## config.mk

```make
export PLATFORM = sky130hd
export DESIGN_NAME = link_retry_backoff_fsm_top
export DESIGN_NICKNAME = d
export VERILOG_FILES = /design/src/sv/lrb_pkg.sv /design/src/sv/lrb_backoff_calc.sv /design/src/sv/lrb_ctrl.sv /design/src/sv/link_retry_backoff_fsm_top.sv
export SDC_FILE = /design/constraint.sdc
export NUM_CORES = 1
export LEC_CHECK = 0
export BUFFER_PORTS_ARGS = -buffer_cell sky130_fd_sc_hd__buf_2
export CAP_MARGIN = 10
export CORE_UTILIZATION = 40
export CTS_CLUSTER_SIZE = 14
export DETAILED_ROUTE_END_ITERATION = 7
export RECOVER_POWER = 100
export SLEW_MARGIN = 20
export SYNTH_ARGS = -nofsm -noshare
export SYNTH_HDL_FRONTEND = slang
export SYNTH_HIERARCHICAL = 1
export SYNTH_SLANG_ARGS = --single-unit
```

## constraint.sdc

```tcl
create_clock -name aclk -period 8 [get_ports aclk]
set_input_delay 1.2 -clock aclk [delete_from_list [all_inputs] [get_ports aclk]]
set_output_delay 1.2 -clock aclk [all_outputs]
set_load 0.005 [all_outputs]
```

## src/sv/lrb_pkg.sv

```systemverilog
package lrb_pkg;

    localparam int STATE_W  = 3;
    localparam int OP_W     = 3;
    localparam int RETRY_W  = 10;
    localparam int BO_W     = 5;
    localparam int DELAY_W  = 19;
    localparam int REASON_W = 16;
    localparam int CFG_IDX_W  = 3;
    localparam int CFG_DATA_W = 19;
    localparam int SHIFT_W  = DELAY_W + 31;

    // link states
    localparam logic [STATE_W-1:0] ST_DISABLED   = 3'd0;
    localparam logic [STATE_W-1:0] ST_INIT       = 3'd1;
    localparam logic [STATE_W-1:0] ST_CONNECTING = 3'd2;
    localparam logic [STATE_W-1:0] ST_GOT_ADDR   = 3'd3;
    localparam logic [STATE_W-1:0] ST_BACKOFF    = 3'd4;
    localparam logic [STATE_W-1:0] ST_STOPPED    = 3'd5;

    // event codes
    localparam logic [OP_W-1:0] OP_TICK      = 3'd0;
    localparam logic [OP_W-1:0] OP_START     = 3'd1;
    localparam logic [OP_W-1:0] OP_DISCONN   = 3'd2;
    localparam logic [OP_W-1:0] OP_GOT_ADDR  = 3'd3;
    localparam logic [OP_W-1:0] OP_LOST_ADDR = 3'd4;

    // configuration register indexes
    localparam logic [CFG_IDX_W-1:0] REG_LINK_ENABLED  = 3'd0;
    localparam logic [CFG_IDX_W-1:0] REG_NAME_PRESENT  = 3'd1;
    localparam logic [CFG_IDX_W-1:0] REG_RETRY_LIMIT   = 3'd2;
    localparam logic [CFG_IDX_W-1:0] REG_DELAY_FLOOR   = 3'd3;
    localparam logic [CFG_IDX_W-1:0] REG_DELAY_CEILING = 3'd4;

    localparam logic [BO_W-1:0]     EXP_CAP        = 5'd31;
    localparam logic [RETRY_W-1:0]  RETRY_MAX      = 10'd1023;
    localparam logic [REASON_W-1:0] REASON_NO_NAME = 16'd2;

    localparam logic [RETRY_W-1:0] RST_RETRY_LIMIT   = 10'd6;
    localparam logic [DELAY_W-1:0] RST_DELAY_FLOOR   = 19'd500;
    localparam logic [DELAY_W-1:0] RST_DELAY_CEILING = 19'd8000;

    typedef struct packed {
        logic                link_enabled;
        logic                name_present;
        logic [RETRY_W-1:0]  retry_limit;
        logic [DELAY_W-1:0]  delay_floor_ms;
        logic [DELAY_W-1:0]  delay_ceiling_ms;
    } lrb_cfg_t;

    typedef struct packed {
        logic [OP_W-1:0]     op;
        logic                connect_ok;
        logic [REASON_W-1:0] disconnect_reason;
    } lrb_item_t;

    typedef struct packed {
        logic [REASON_W-1:0] last_reason;
        logic [RETRY_W-1:0]  retries_so_far;
        logic [DELAY_W-1:0]  current_delay_ms;
        logic                is_connecting;
        logic                is_connected;
        logic                address_held;
        logic                connect_issued;
        logic [STATE_W-1:0]  link_state;
    } lrb_result_t;

endpackage

```

## src/sv/lrb_backoff_calc.sv

```systemverilog
module lrb_backoff_calc (
    input  logic [lrb_pkg::BO_W-1:0]    exp_in,
    input  logic [lrb_pkg::DELAY_W-1:0] floor_ms,
    input  logic [lrb_pkg::DELAY_W-1:0] ceiling_ms,
    output logic [lrb_pkg::DELAY_W-1:0] backoff_ms
);
    import lrb_pkg::*;

    logic [SHIFT_W-1:0] shifted;
    logic [DELAY_W-1:0] top;
    logic [31:0]        cand;
    logic               overflow;

    always_comb begin
        top      = (ceiling_ms == '0) ? DELAY_W'(1) : ceiling_ms;
        shifted  = {{(SHIFT_W-DELAY_W){1'b0}}, floor_ms} << exp_in;
        overflow = |shifted[SHIFT_W-1:32];
        // saturate an overflowing shift to the ceiling
        cand     = overflow ? {{(32-DELAY_W){1'b0}}, top} : shifted[31:0];
        if (cand < {{(32-DELAY_W){1'b0}}, floor_ms}) begin
            backoff_ms = floor_ms;
        end else if (cand > {{(32-DELAY_W){1'b0}}, top}) begin
            backoff_ms = top;
        end else begin
            backoff_ms = cand[DELAY_W-1:0];
        end
    end

endmodule

```

## src/sv/lrb_ctrl.sv

```systemverilog
module lrb_ctrl (
    input  logic                aclk,
    input  logic                aresetn,
    input  logic                step_en,
    input  lrb_pkg::lrb_cfg_t   cfg,
    input  lrb_pkg::lrb_item_t  item,
    output lrb_pkg::lrb_result_t result
);
    import lrb_pkg::*;

    logic [STATE_W-1:0]  state_reg,   state_next;
    logic [RETRY_W-1:0]  retry_reg,   retry_next;
    logic [BO_W-1:0]     bo_reg,      bo_next;
    logic [DELAY_W-1:0]  delay_reg,   delay_next;
    logic [DELAY_W-1:0]  count_reg,   count_next;
    logic [REASON_W-1:0] reason_reg,  reason_next;
    logic                addr_reg,    addr_next;

    logic [BO_W-1:0]     bo_inc;
    logic [DELAY_W-1:0]  new_delay;
    logic                connect_req;
    logic                backoff_req;
    logic                issued;

    assign bo_inc = (bo_reg < EXP_CAP) ? bo_reg + BO_W'(1) : bo_reg;

    lrb_backoff_calc u_calc (
        .exp_in     (bo_inc),
        .floor_ms   (cfg.delay_floor_ms),
        .ceiling_ms (cfg.delay_ceiling_ms),
        .backoff_ms (new_delay)
    );

    always_comb begin
        state_next  = state_reg;
        retry_next  = retry_reg;
        bo_next     = bo_reg;
        delay_next  = delay_reg;
        count_next  = count_reg;
        reason_next = reason_reg;
        addr_next   = addr_reg;
        connect_req = 1'b0;
        backoff_req = 1'b0;
        issued      = 1'b0;

        unique case (item.op)
            OP_TICK: begin
                if (!cfg.link_enabled) begin
                    state_next = ST_DISABLED;
                end else if (state_reg == ST_BACKOFF) begin
                    if (count_reg != '0) begin
                        count_next = count_reg - DELAY_W'(1);
                    end
                    connect_req = (count_next == '0);
                end
            end
            OP_START: begin
                connect_req = 1'b1;
            end
            OP_DISCONN: begin
                reason_next = item.disconnect_reason;
                addr_next   = 1'b0;
                if (!cfg.link_enabled) begin
                    state_next = ST_DISABLED;
                end else if (cfg.retry_limit != '0 && retry_reg >= cfg.retry_limit) begin
                    retry_next = '0;
                    bo_next    = '0;
                    state_next = ST_STOPPED;
                end else begin
                    backoff_req = 1'b1;
                end
            end
            OP_GOT_ADDR: begin
                addr_next   = 1'b1;
                retry_next  = '0;
                bo_next     = '0;
                delay_next  = '0;
                count_next  = '0;
                reason_next = '0;
                state_next  = cfg.link_enabled ? ST_GOT_ADDR : ST_DISABLED;
            end
            OP_LOST_ADDR: begin
                addr_next = 1'b0;
                if (!cfg.link_enabled) begin
                    state_next = ST_DISABLED;
                end else begin
                    backoff_req = 1'b1;
                end
            end
            default: begin
            end
        endcase

        if (connect_req) begin
            if (!cfg.link_enabled) begin
                state_next = ST_DISABLED;
            end else if (!cfg.name_present) begin
                reason_next = REASON_NO_NAME;
                backoff_req = 1'b1;
            end else begin
                issued = 1'b1;
                if (!item.connect_ok) begin
                    backoff_req = 1'b1;
                end else begin
                    if (retry_reg < RETRY_MAX) begin
                        retry_next = retry_reg + RETRY_W'(1);
                    end
                    reason_next = '0;
                    delay_next  = '0;
                    state_next  = ST_CONNECTING;
                end
            end
        end

        if (backoff_req) begin
            bo_next    = bo_inc;
            delay_next = new_delay;
            count_next = new_delay;
            state_next = ST_BACKOFF;
        end
    end

    always_ff @(posedge aclk) begin
        if (!aresetn) begin
            state_reg  <= ST_INIT;
            retry_reg  <= '0;
            bo_reg     <= '0;
            delay_reg  <= '0;
            count_reg  <= '0;
            reason_reg <= '0;
            addr_reg   <= 1'b0;
        end else if (step_en) begin
            state_reg  <= state_next;
            retry_reg  <= retry_next;
            bo_reg     <= bo_next;
            delay_reg  <= delay_next;
            count_reg  <= count_next;
            reason_reg <= reason_next;
            addr_reg   <= addr_next;
        end
    end

    always_comb begin
        result.link_state       = state_next;
        result.connect_issued   = issued;
        result.address_held     = addr_next;
        result.is_connected     = cfg.link_enabled && state_next == ST_GOT_ADDR && addr_next;
        result.is_connecting    = cfg.link_enabled &&
                                  (state_next == ST_CONNECTING || state_next == ST_BACKOFF);
        result.current_delay_ms = delay_next;
        result.retries_so_far   = retry_next;
        result.last_reason      = reason_next;
    end

endmodule

```

## src/sv/link_retry_backoff_fsm_top.sv

```systemverilog
// A transaction accepted on the slave side loads the input register, and once the master
// side is not stalled its result is loaded into the result register.
// Throughput: one transaction per cycle while the master side is not stalled; the
// single-pass next-state logic sets this.
// Reset (aresetn low, synchronous): link state init, counters, delay, countdown,
// reason and address cleared, configuration back to its defaults, both stages empty.
module link_retry_backoff_fsm_top (
    input  logic                           aclk,
    input  logic                           aresetn,
    input  logic                           s_tvalid,
    output logic                           s_tready,
    input  logic [23:0]                    s_tdata,  // connect_ok, disconnect_reason, pad
    input  logic [lrb_pkg::OP_W-1:0]       s_tuser,  // op
    output logic                           m_tvalid,
    input  logic                           m_tready,
    // link_state, connect_issued, address_held, is_connected, is_connecting,
    // current_delay_ms, retries_so_far, last_reason, pad
    output logic [55:0]                    m_tdata,
    input  logic                           cfg_wr_en,
    input  logic [lrb_pkg::CFG_IDX_W-1:0]  cfg_index,
    input  logic [lrb_pkg::CFG_DATA_W-1:0] cfg_wdata
);
    import lrb_pkg::*;

    lrb_cfg_t    cfg_reg;
    lrb_item_t   item_reg;
    logic        item_valid_reg;
    lrb_result_t result;
    lrb_result_t result_reg;
    logic        out_valid_reg;
    logic        step_en;

    // advance the held transaction whenever the result stage is free or draining
    assign step_en  = item_valid_reg && (!out_valid_reg || m_tready);
    assign s_tready = !item_valid_reg || step_en;

    always_ff @(posedge aclk) begin
        if (!aresetn) begin
            cfg_reg.link_enabled     <= 1'b1;
            cfg_reg.name_present     <= 1'b1;
            cfg_reg.retry_limit      <= RST_RETRY_LIMIT;
            cfg_reg.delay_floor_ms   <= RST_DELAY_FLOOR;
            cfg_reg.delay_ceiling_ms <= RST_DELAY_CEILING;
        end else if (cfg_wr_en) begin
            unique case (cfg_index)
                REG_LINK_ENABLED:  cfg_reg.link_enabled     <= cfg_wdata[0];
                REG_NAME_PRESENT:  cfg_reg.name_present     <= cfg_wdata[0];
                REG_RETRY_LIMIT:   cfg_reg.retry_limit      <= cfg_wdata[RETRY_W-1:0];
                REG_DELAY_FLOOR:   cfg_reg.delay_floor_ms   <= cfg_wdata[DELAY_W-1:0];
                REG_DELAY_CEILING: cfg_reg.delay_ceiling_ms <= cfg_wdata[DELAY_W-1:0];
                default: begin
                end
            endcase
        end
    end

    always_ff @(posedge aclk) begin
        if (!aresetn) begin
            item_valid_reg <= 1'b0;
        end else if (s_tready) begin
            item_valid_reg <= s_tvalid;
        end
    end

    always_ff @(posedge aclk) begin
        if (s_tready && s_tvalid) begin
            item_reg.op                <= s_tuser;
            item_reg.connect_ok        <= s_tdata[0];
            item_reg.disconnect_reason <= s_tdata[REASON_W:1];
        end
    end

    lrb_ctrl u_ctrl (
        .aclk    (aclk),
        .aresetn (aresetn),
        .step_en (step_en),
        .cfg     (cfg_reg),
        .item    (item_reg),
        .result  (result)
    );

    always_ff @(posedge aclk) begin
        if (!aresetn) begin
            out_valid_reg <= 1'b0;
        end else if (step_en) begin
            out_valid_reg <= 1'b1;
        end else if (m_tready) begin
            out_valid_reg <= 1'b0;
        end
    end

    always_ff @(posedge aclk) begin
        if (step_en) begin
            result_reg <= result;
        end
    end

    assign m_tvalid = out_valid_reg;
    assign m_tdata  = {{(56 - $bits(lrb_result_t)){1'b0}}, result_reg};

endmodule
```

==> results.md, run 1 <==
- Row count: 64
- Sink Count: 197
- Cells after Synth: 1363
- Die area: 32410 um2
- Cell Chain, Critical Path: and3_1, nand3_1, nand2b_1, buf_4, nor2b_1, a222oi_1, o211ai_1, and2_0, o21ai_4, o21ai_0, ha_1, a21o_1, a21o_1, a21oi_1, o22ai_1, a2111o_1, o21ai_0, a21oi_1, a2111oi_4, buf_4, mux2i_1, a221oi_1, a211oi_1
- Worst Setup Path Type: reg -> reg
- Core area: 30910 um2
- Gate power share: 19.1%
- Fill count: 3036
- Final clock skew: 11.70 ps
- TNS Setup: 0 ps
- Mapped Area: 12680 um2
- Post-Route WL: 35610 um
- Crit end category: flip-flop
- Setup bufs post-CTS: 0
- Worst VDD drop: 156.8 uV
- Unrepaired setup endpoints after global routing: false
- Final Hold Viols: 0
- Root Buffer: clkbuf_16
- Clk Latency, worst-skew pair: 470 ps
- Area grow syn2layout: 9.613%
- TritonCTS clock tree: done
- WP data required: 8360 ps
- Period utilisation layout: 90.40%
- CP max-delay cell: nand2b_1
- Pin count of the biggest net entering global routing: 97
- EDFF count, synth: 72
- Synth cell types: 97
- Max-Cap Viols: 2
- Finished Cell Area: 13900 um2
- Tmin final: 7232 ps
- Detailed router's first-iteration violation count: 914
- Top delay family on crit path: compound AO/OA/AOI/OAI gates
- First-pass GRT wire length: 56490 um
- ANT cells: 0
- Clk network pwr share: 36.8%
- YS warnings: 6
- All-Layer GR Usage: 21.97%
- Boundary Pins: 112
- Failing checks: capacitance limit, slew limit
- Die X-Extent: 180.0 um
- CTS Buffer Depth: 2
- Grt ovf: 0
- DR vias/cell: 5.968
- DR vias: 10850
- CTS Buf Count: 17
- Post-DP Area: 13350 um2
- Worst-path clk slew: 80 ps
- Cts repair resizes: 0
- Vert. Die Dim: 180.0 um
- DRC: 0
- Run status: finished, violations left
- Max H-tree Level: 4
- Critical-path maximum fanout: 23
- CP arrival: 7600 ps
- Number of port buffers: 100
- Critical Path Source Type: flip-flop
- Seq pwr share: 44.1%
- Fraction of layout instances using a drive strength above 1: 12.66%
- HPWL Detailed: 25940 um
- Ys async rst share: 0%
- Final ANT Viol Nets: 0
- Final max-slew violation count: 169
- Type of the worst min-delay path: reg -> reg
- Setup violations, final: 0
- Syn Area/Cell: 9.301 um2
- Slew @ Worst Pin: 3905 ps
- PwrDens: 180.9 nW/um2
- Hold_buf cts: 0
- Yosys reg bits: 197
- Largest register FFs: 52
- Switching share of total power: 31.50%
- Final-stage net count: 1513
- WP buf/inv: 2
- Worst path max stage delay: 670 ps
- NetSw: 791.9 uW
- Rel. slew slack: -160.3%
- Initial antenna violation count: 0
- Routability cong.: 0.9204
- Vias in the first global route: 10100
- TritonRoute pass-1 iters: 7
- Internal power: 1.722 mW
- Top FF cell, synth: dfxtp_1
- Post-DR wirelength/cell: 19.59 um
- F_max: 138.3 MHz
- Seq/Total Area, Yosys: 36.79%
- Initial core utilization: 41.01%
- Leak: 5.466 nW
-- kinds of logic after synthesis --
logic type	Yosys count	share of synthesized area, %
other cells	1	0.02958
simple gates	459	18.64
fa+ha+maj	50	4.935
flops	197	36.79
buf+inv	162	6.099
compound gates	347	20.54
xor+xnor	5	0.3455
mux	142	12.61
-- power groups by stage --
| stage | Combinational, mW | Sequential (mW) | Clock (mW) |
|---|---|---|---|
| global route | 0.522 | 1.11 | 0.980 |
| CTS | 0.483 | 1.11 | 0.947 |
| finish | 0.480 | 1.11 | 0.926 |
| global placement | 0.476 | 1.13 | 0 |
| detailed placement | 0.481 | 1.13 | 0 |
| floorplan | 0.372 | 1.12 | 0 |
-- per-stage QoR --
step           instances  power, mW  worst slack, ps  hold WS [ps]  utilization, %
2_1_floorplan       1366      1.491             2306         432.2               -
6_report            1818      2.514            767.7         461.9           44.96
3_3_place_gp        1786      1.605             1004         444.0           43.18
4_1_cts             1818      2.536            917.0         466.7           45.24
3_5_place_dp        1786      1.610            947.4         446.2           43.18
5_1_grt             1818      2.615            266.7         483.9           44.96
-- tightest hold or removal path: stages (launching register included) --
cell,delay [ps]
dfxtp_1,310
nand2_1,50
mux2i_1,50
-- layout make-up --
class	count	area [um2]	share of cell area (%)
multi-input cells	1007	7254	52.21
flip-flops and latches	197	4664	33.57
inverters	66	247.7	1.783
repair buffers	120	596.8	4.295
well taps	396	495.5	3.566
clock inverters	15	211.5	1.522
clock buffers	17	425.4	3.061
-- metal layers --
metal	GRT usage [%]	share of wire, %	vias up
li1	-	-	5173
met1	32.00	48	5235
met2	33.56	44	409
met3	3.476	6.9	33
met4	6.051	1.5	0
met5	0	0	-
-- placed cells by master (no fill, tap or decap), types with 6 or more instances in the layout --
cell,synthesis,final
nand2_1,162,161
a22o_1,38,38
nand2b_1,23,22
clkbuf_1,47,35
o2111ai_1,6,7
nor2b_1,56,55
a31oi_1,18,18
a21boi_0,6,6
nor3_1,23,23
edfxtp_1,72,72
inv_8,0,6
o22ai_1,14,14
buf_4,6,16
mux2_2,10,9
clkbuf_16,0,17
nor2_1,65,65
buf_2,27,69
mux2i_1,117,117
a21o_1,10,10
inv_1,65,65
o21ai_0,75,75
o21a_1,6,6
or3_1,7,7
mux4_2,13,13
nand4_1,19,19
o2bb2ai_1,6,7
a221oi_1,12,12
and3_1,10,10
o2bb2ai_2,10,9
and2b_1,6,6
o31ai_1,10,9
nor4_1,18,18
o211ai_1,11,11
nand3_1,26,26
a21oi_1,51,49
dfxtp_1,125,125
a211oi_1,8,9
a32oi_1,9,9
ha_1,50,50
and2_1,8,7
-- Yosys cell counts (9+ instances only) --
| cell type | n | area, um2 |
|---|---|---|
| mux2i_1 | 117 | 1171 |
| a21oi_1 | 51 | 255.2 |
| nor3_1 | 23 | 115.1 |
| a21o_1 | 10 | 75.07 |
| a31oi_1 | 18 | 112.6 |
| nand2_1 | 162 | 608.1 |
| inv_1 | 65 | 244.0 |
| clkbuf_1 | 47 | 176.4 |
| nand3_1 | 26 | 130.1 |
| nand4_1 | 19 | 118.9 |
| buf_2 | 27 | 135.1 |
| o22ai_1 | 14 | 87.58 |
| a32oi_1 | 9 | 78.83 |
| dfxtp_1 | 125 | 2502 |
| o2bb2ai_2 | 10 | 150.1 |
| mux4_2 | 13 | 292.8 |
| buf_6 | 10 | 112.6 |
| nand2b_1 | 23 | 143.9 |
| ha_1 | 50 | 625.6 |
| o211ai_1 | 11 | 82.58 |
| a22o_1 | 38 | 332.8 |
| and3_1 | 10 | 62.56 |
| a221oi_1 | 12 | 105.1 |
| mux2_2 | 10 | 112.6 |
| o31ai_1 | 10 | 75.07 |
| nor2b_1 | 56 | 350.3 |
| o21ai_0 | 75 | 375.4 |
| nor4_1 | 18 | 112.6 |
| nor2_1 | 65 | 244.0 |
| edfxtp_1 | 72 | 2162 |
-- final timing paths --
check	from	endpoint	slack (ps)	depth (start not counted)
worst max-delay path	u_ctrl/bo_reg[2]	u_ctrl/count_reg[1]	770	23
worst min-delay path	cfg_reg[42]	cfg_reg[42]	460	2
worst max register to register	u_ctrl/bo_reg[2]	u_ctrl/count_reg[1]	770	23
worst min register to register	cfg_reg[42]	cfg_reg[42]	460	2
No activity file was read; power rests on OpenSTA's default activity.
==> run 2: changes to the inputs <==
- ABC_AREA: default -> 1
==> run 2 against run 1 <==
Net effect: the run still ends with capacitance limit, slew limit left; fmax is 6.7% higher; cell area grew 0.76%; non-clock buffer count is 7 lower; critical path type unchanged; combinational power up 120%; first-iteration DRC count grew 4.9%; synthesized area grew 1.8%; cell count increased by 34%; largest power group unchanged; power is 22% higher; utilization shrank 0.70 points; register-to-register slack gained 460 ps; critical endpoint is now u_ctrl/count_reg[6]; largest cell class unchanged.
==> results.md, run 2 <==
- WP data required: 8330 ps (-30 ps)
- Worst path max stage delay: 640 ps (-30 ps)
- Worst r2r path cells: 26 (+13%)
- Initial core utilization: 40.81% (-0.20 points)
- Worst-path clk slew: 80 ps (about the same)
- Seq/Total Area, Yosys: 36.13% (-0.67 points)
- Worst R2R Setup Slack: 1220 ps (+460 ps)
- Final clock skew: 13.65 ps (+1.952 ps)
- Boundary Pins: 112 (unchanged)
- All-Layer GR Usage: 22.47% (+0.50 points)
- Hold Path Depth: 2 (unchanged)
- CTS Buf Count: 17 (unchanged)
- TritonRoute pass-1 iters: 5 (-2)
- Worst reg2reg startpoint: u_ctrl/bo_reg[1]
- Tmin final: 6776 ps (-456.6 ps)
- DR vias/cell: 5.147 (-14%)
- Mapped Area: 12910 um2 (+1.8%)
- PwrDens: 219.3 nW/um2 (+21%)
- Max H-tree Level: 4 (unchanged)
- Tot Pwr: 3.070 mW (+22%)
- Number of port buffers: 100 (unchanged)
- Root Buffer: clkbuf_16
- Final Hold Viols: 0 (unchanged)
- Max-Cap Viols: 4 (+2)
- Yosys top cell area share: 19.38% (-0.36 points)
- Hold Path Sink: cfg_reg[10]
- Vias in the first global route: 11486 (+14%)
- Area grow syn2layout: 8.441%
- Ys async rst share: 0% (unchanged)
- Most area-consuming cells after synthesis: dfxtp_1 (19%), nand2_1 (17%), edfxtp_1 (17%)
- Vert. Die Dim: 181.7 um (+0.91%)
- Commonest non-fill, non-tap cell in the layout: nand2_1
- Hold_sp: cfg_reg[10]
- Leak: 7.171 nW (+31%)
- Reg-to-reg critical path endpoint: u_ctrl/count_reg[6]
- F_max: 147.6 MHz (+6.7%)
- CP startpoint: u_ctrl/bo_reg[1]
- Initial antenna violation count: 0 (unchanged)
- DR vias: 12496 (+15%)
- Largest register FFs: 52 (unchanged)
- Critical-path maximum fanout: 23 (unchanged)
- Sink Count: 197 (unchanged)
- Setup violations, final: 0 (unchanged)
- Count leader, synth: nand2_1
- Synth top cells by count: nand2_1 (599), nor2_1 (251), inv_1 (241), nand3_1 (241), dfxtp_1 (125)
- ANT cells: 0 (unchanged)
- First-pass GRT wire length: 58880 um (+4.2%)
- DRC: 0 (unchanged)
- Post-Route WL: 37030 um (+4.0%)
- EDFF count, synth: 72 (unchanged)
- Detailed router's first-iteration violation count: 959 (+4.9%)
- Yosys reg bits: 197 (unchanged)
- Type of the worst min-delay path: reg -> reg
- Synth cell types: 45 (-54%)
- Worst VDD drop: 150.1 uV (-4.3%)
- Cell taking the most area after synthesis: dfxtp_1
- TritonCTS clock tree: done
- Unrepaired setup endpoints after global routing: false
- Critical Path Source Type: flip-flop
- Slew @ Worst Pin: 3915 ps (+10.63 ps)
- Failing checks: capacitance limit, slew limit
- Core area: 31640 um2 (+2.4%)
- Period utilisation layout: 84.70% (-5.7 points)
- Syn Area/Cell: 6.537 um2 (-30%)
- Rel. slew slack: -161.0% (-0.71 points)
- Post-DR wirelength/cell: 15.25 um (-22%)
- Fraction of layout instances using a drive strength above 1: 6.663% (-6.0 points)
- Final max-slew violation count: 217 (+28%)
- Setup bufs post-CTS: 0 (unchanged)
- Top FF cell, synth: dfxtp_1
- HPWL Detailed: 27020 um (+4.2%)
- Cts repair resizes: 0 (unchanged)
- Die X-Extent: 181.7 um (+0.91%)
- Run status: finished, violations left
- Most frequent cells in the layout: nand2_1 (604), nor2_1 (253), inv_1 (245), nand3_1 (243), dfxtp_1 (125)
- YS warnings: 6 (unchanged)
- CTS Buffer Depth: 2 (unchanged)
- Routability cong.: 0.9071 (-1.4%)
- Fill count: 3351 (+10%)
- Die area: 33000 um2 (+1.8%)
- Hold_buf cts: 0 (unchanged)
- CP arrival: 7110 ps (-490 ps)
- Row count: 65 (+1.6%)
- Cells after Synth: 1975 (+45%)
- Final ANT Viol Nets: 0 (unchanged)
- Grt ovf: 0 (unchanged)
- TNS Setup: 0 ps (unchanged)
- CP max-delay cell: o21ai_0
- Final-stage net count: 2117 (+40%)
- Worst Setup Path Type: reg -> reg
- Crit end category: flip-flop
- Clk Latency, worst-skew pair: 440 ps (-30 ps)
- Pin count of the biggest net entering global routing: 85 (-12%)
- Most frequent CP cell: nand2_1
run 2: per-layer routing:
metal  up-vias  global-route usage (%)  part of all wire, %
met1      5686                   31.01                   47
met4         0                   7.627                  2.2
li1       6409                       -                    -
met5         -                       0                    0
met3        45                   2.988                  5.1
met2       356                   36.05                   45
run 2: stage by stage:
step           worst slack [ps]  hold slack, ps  cell area [um2]  util [%]  cells
6_report                   1224           495.1            14000     44.26   2428
5_1_grt                   615.9           525.5            14000     44.26   2428
4_1_cts                    1680           498.0            14100     44.56   2428
3_5_place_dp               1703           486.2            13500     42.67   2396
3_3_place_gp               1832           470.7            13500     42.67   2396
2_1_floorplan              2287           447.7            12920         -   1978
run 2: worst max-delay path by stage:
stage | endpoint | depth (start not counted)
detailed placement | u_ctrl/count_reg[15] | 31
global route | u_ctrl/count_reg[6] | 26
global placement | u_ctrl/count_reg[6] | 26
finish | u_ctrl/count_reg[6] | 26
floorplan | u_ctrl/bo_reg[0] | 7
CTS | u_ctrl/count_reg[15] | 31
run 2: layout make-up:
| type | instances | area, um2 | area share [%] |
|---|---|---|---|
| multi-input cells | 1431 | 6743 | 48.16 |
| flip-flops and latches | 197 | 4664 | 33.32 |
| inverters | 253 | 949.7 | 6.783 |
| repair buffers | 113 | 543.0 | 3.878 |
| clock buffers | 22 | 519.2 | 3.709 |
| well taps | 402 | 503.0 | 3.592 |
| clock inverters | 10 | 78.83 | 0.5630 |
run 2: where the power goes:
group,switching [mW],internal [mW]
Clock,0.400,0.470
Sequential,0.0427,1.11
Combinational,0.713,0.333
run 2: worst max-delay path, delay by kind of cell (launching register included):
kind,cells,cell delay [ps]
and+or+nand+nor,19,3780
AOI/OAI and AO/OA,5,1600
buffers and inverters,1,540
DFF,1,390
adders and majority gates,1,360
run 2: cells by family after synthesis:
family,synth area share [%]
adder cells (fa/ha/maj),4.845
other,0.02904
XOR/XNOR,0.8140
AND/OR/NAND/NOR,37.15
buffers and inverters,11.50
flip-flops,36.13
AO/OA/AOI/OAI,9.536
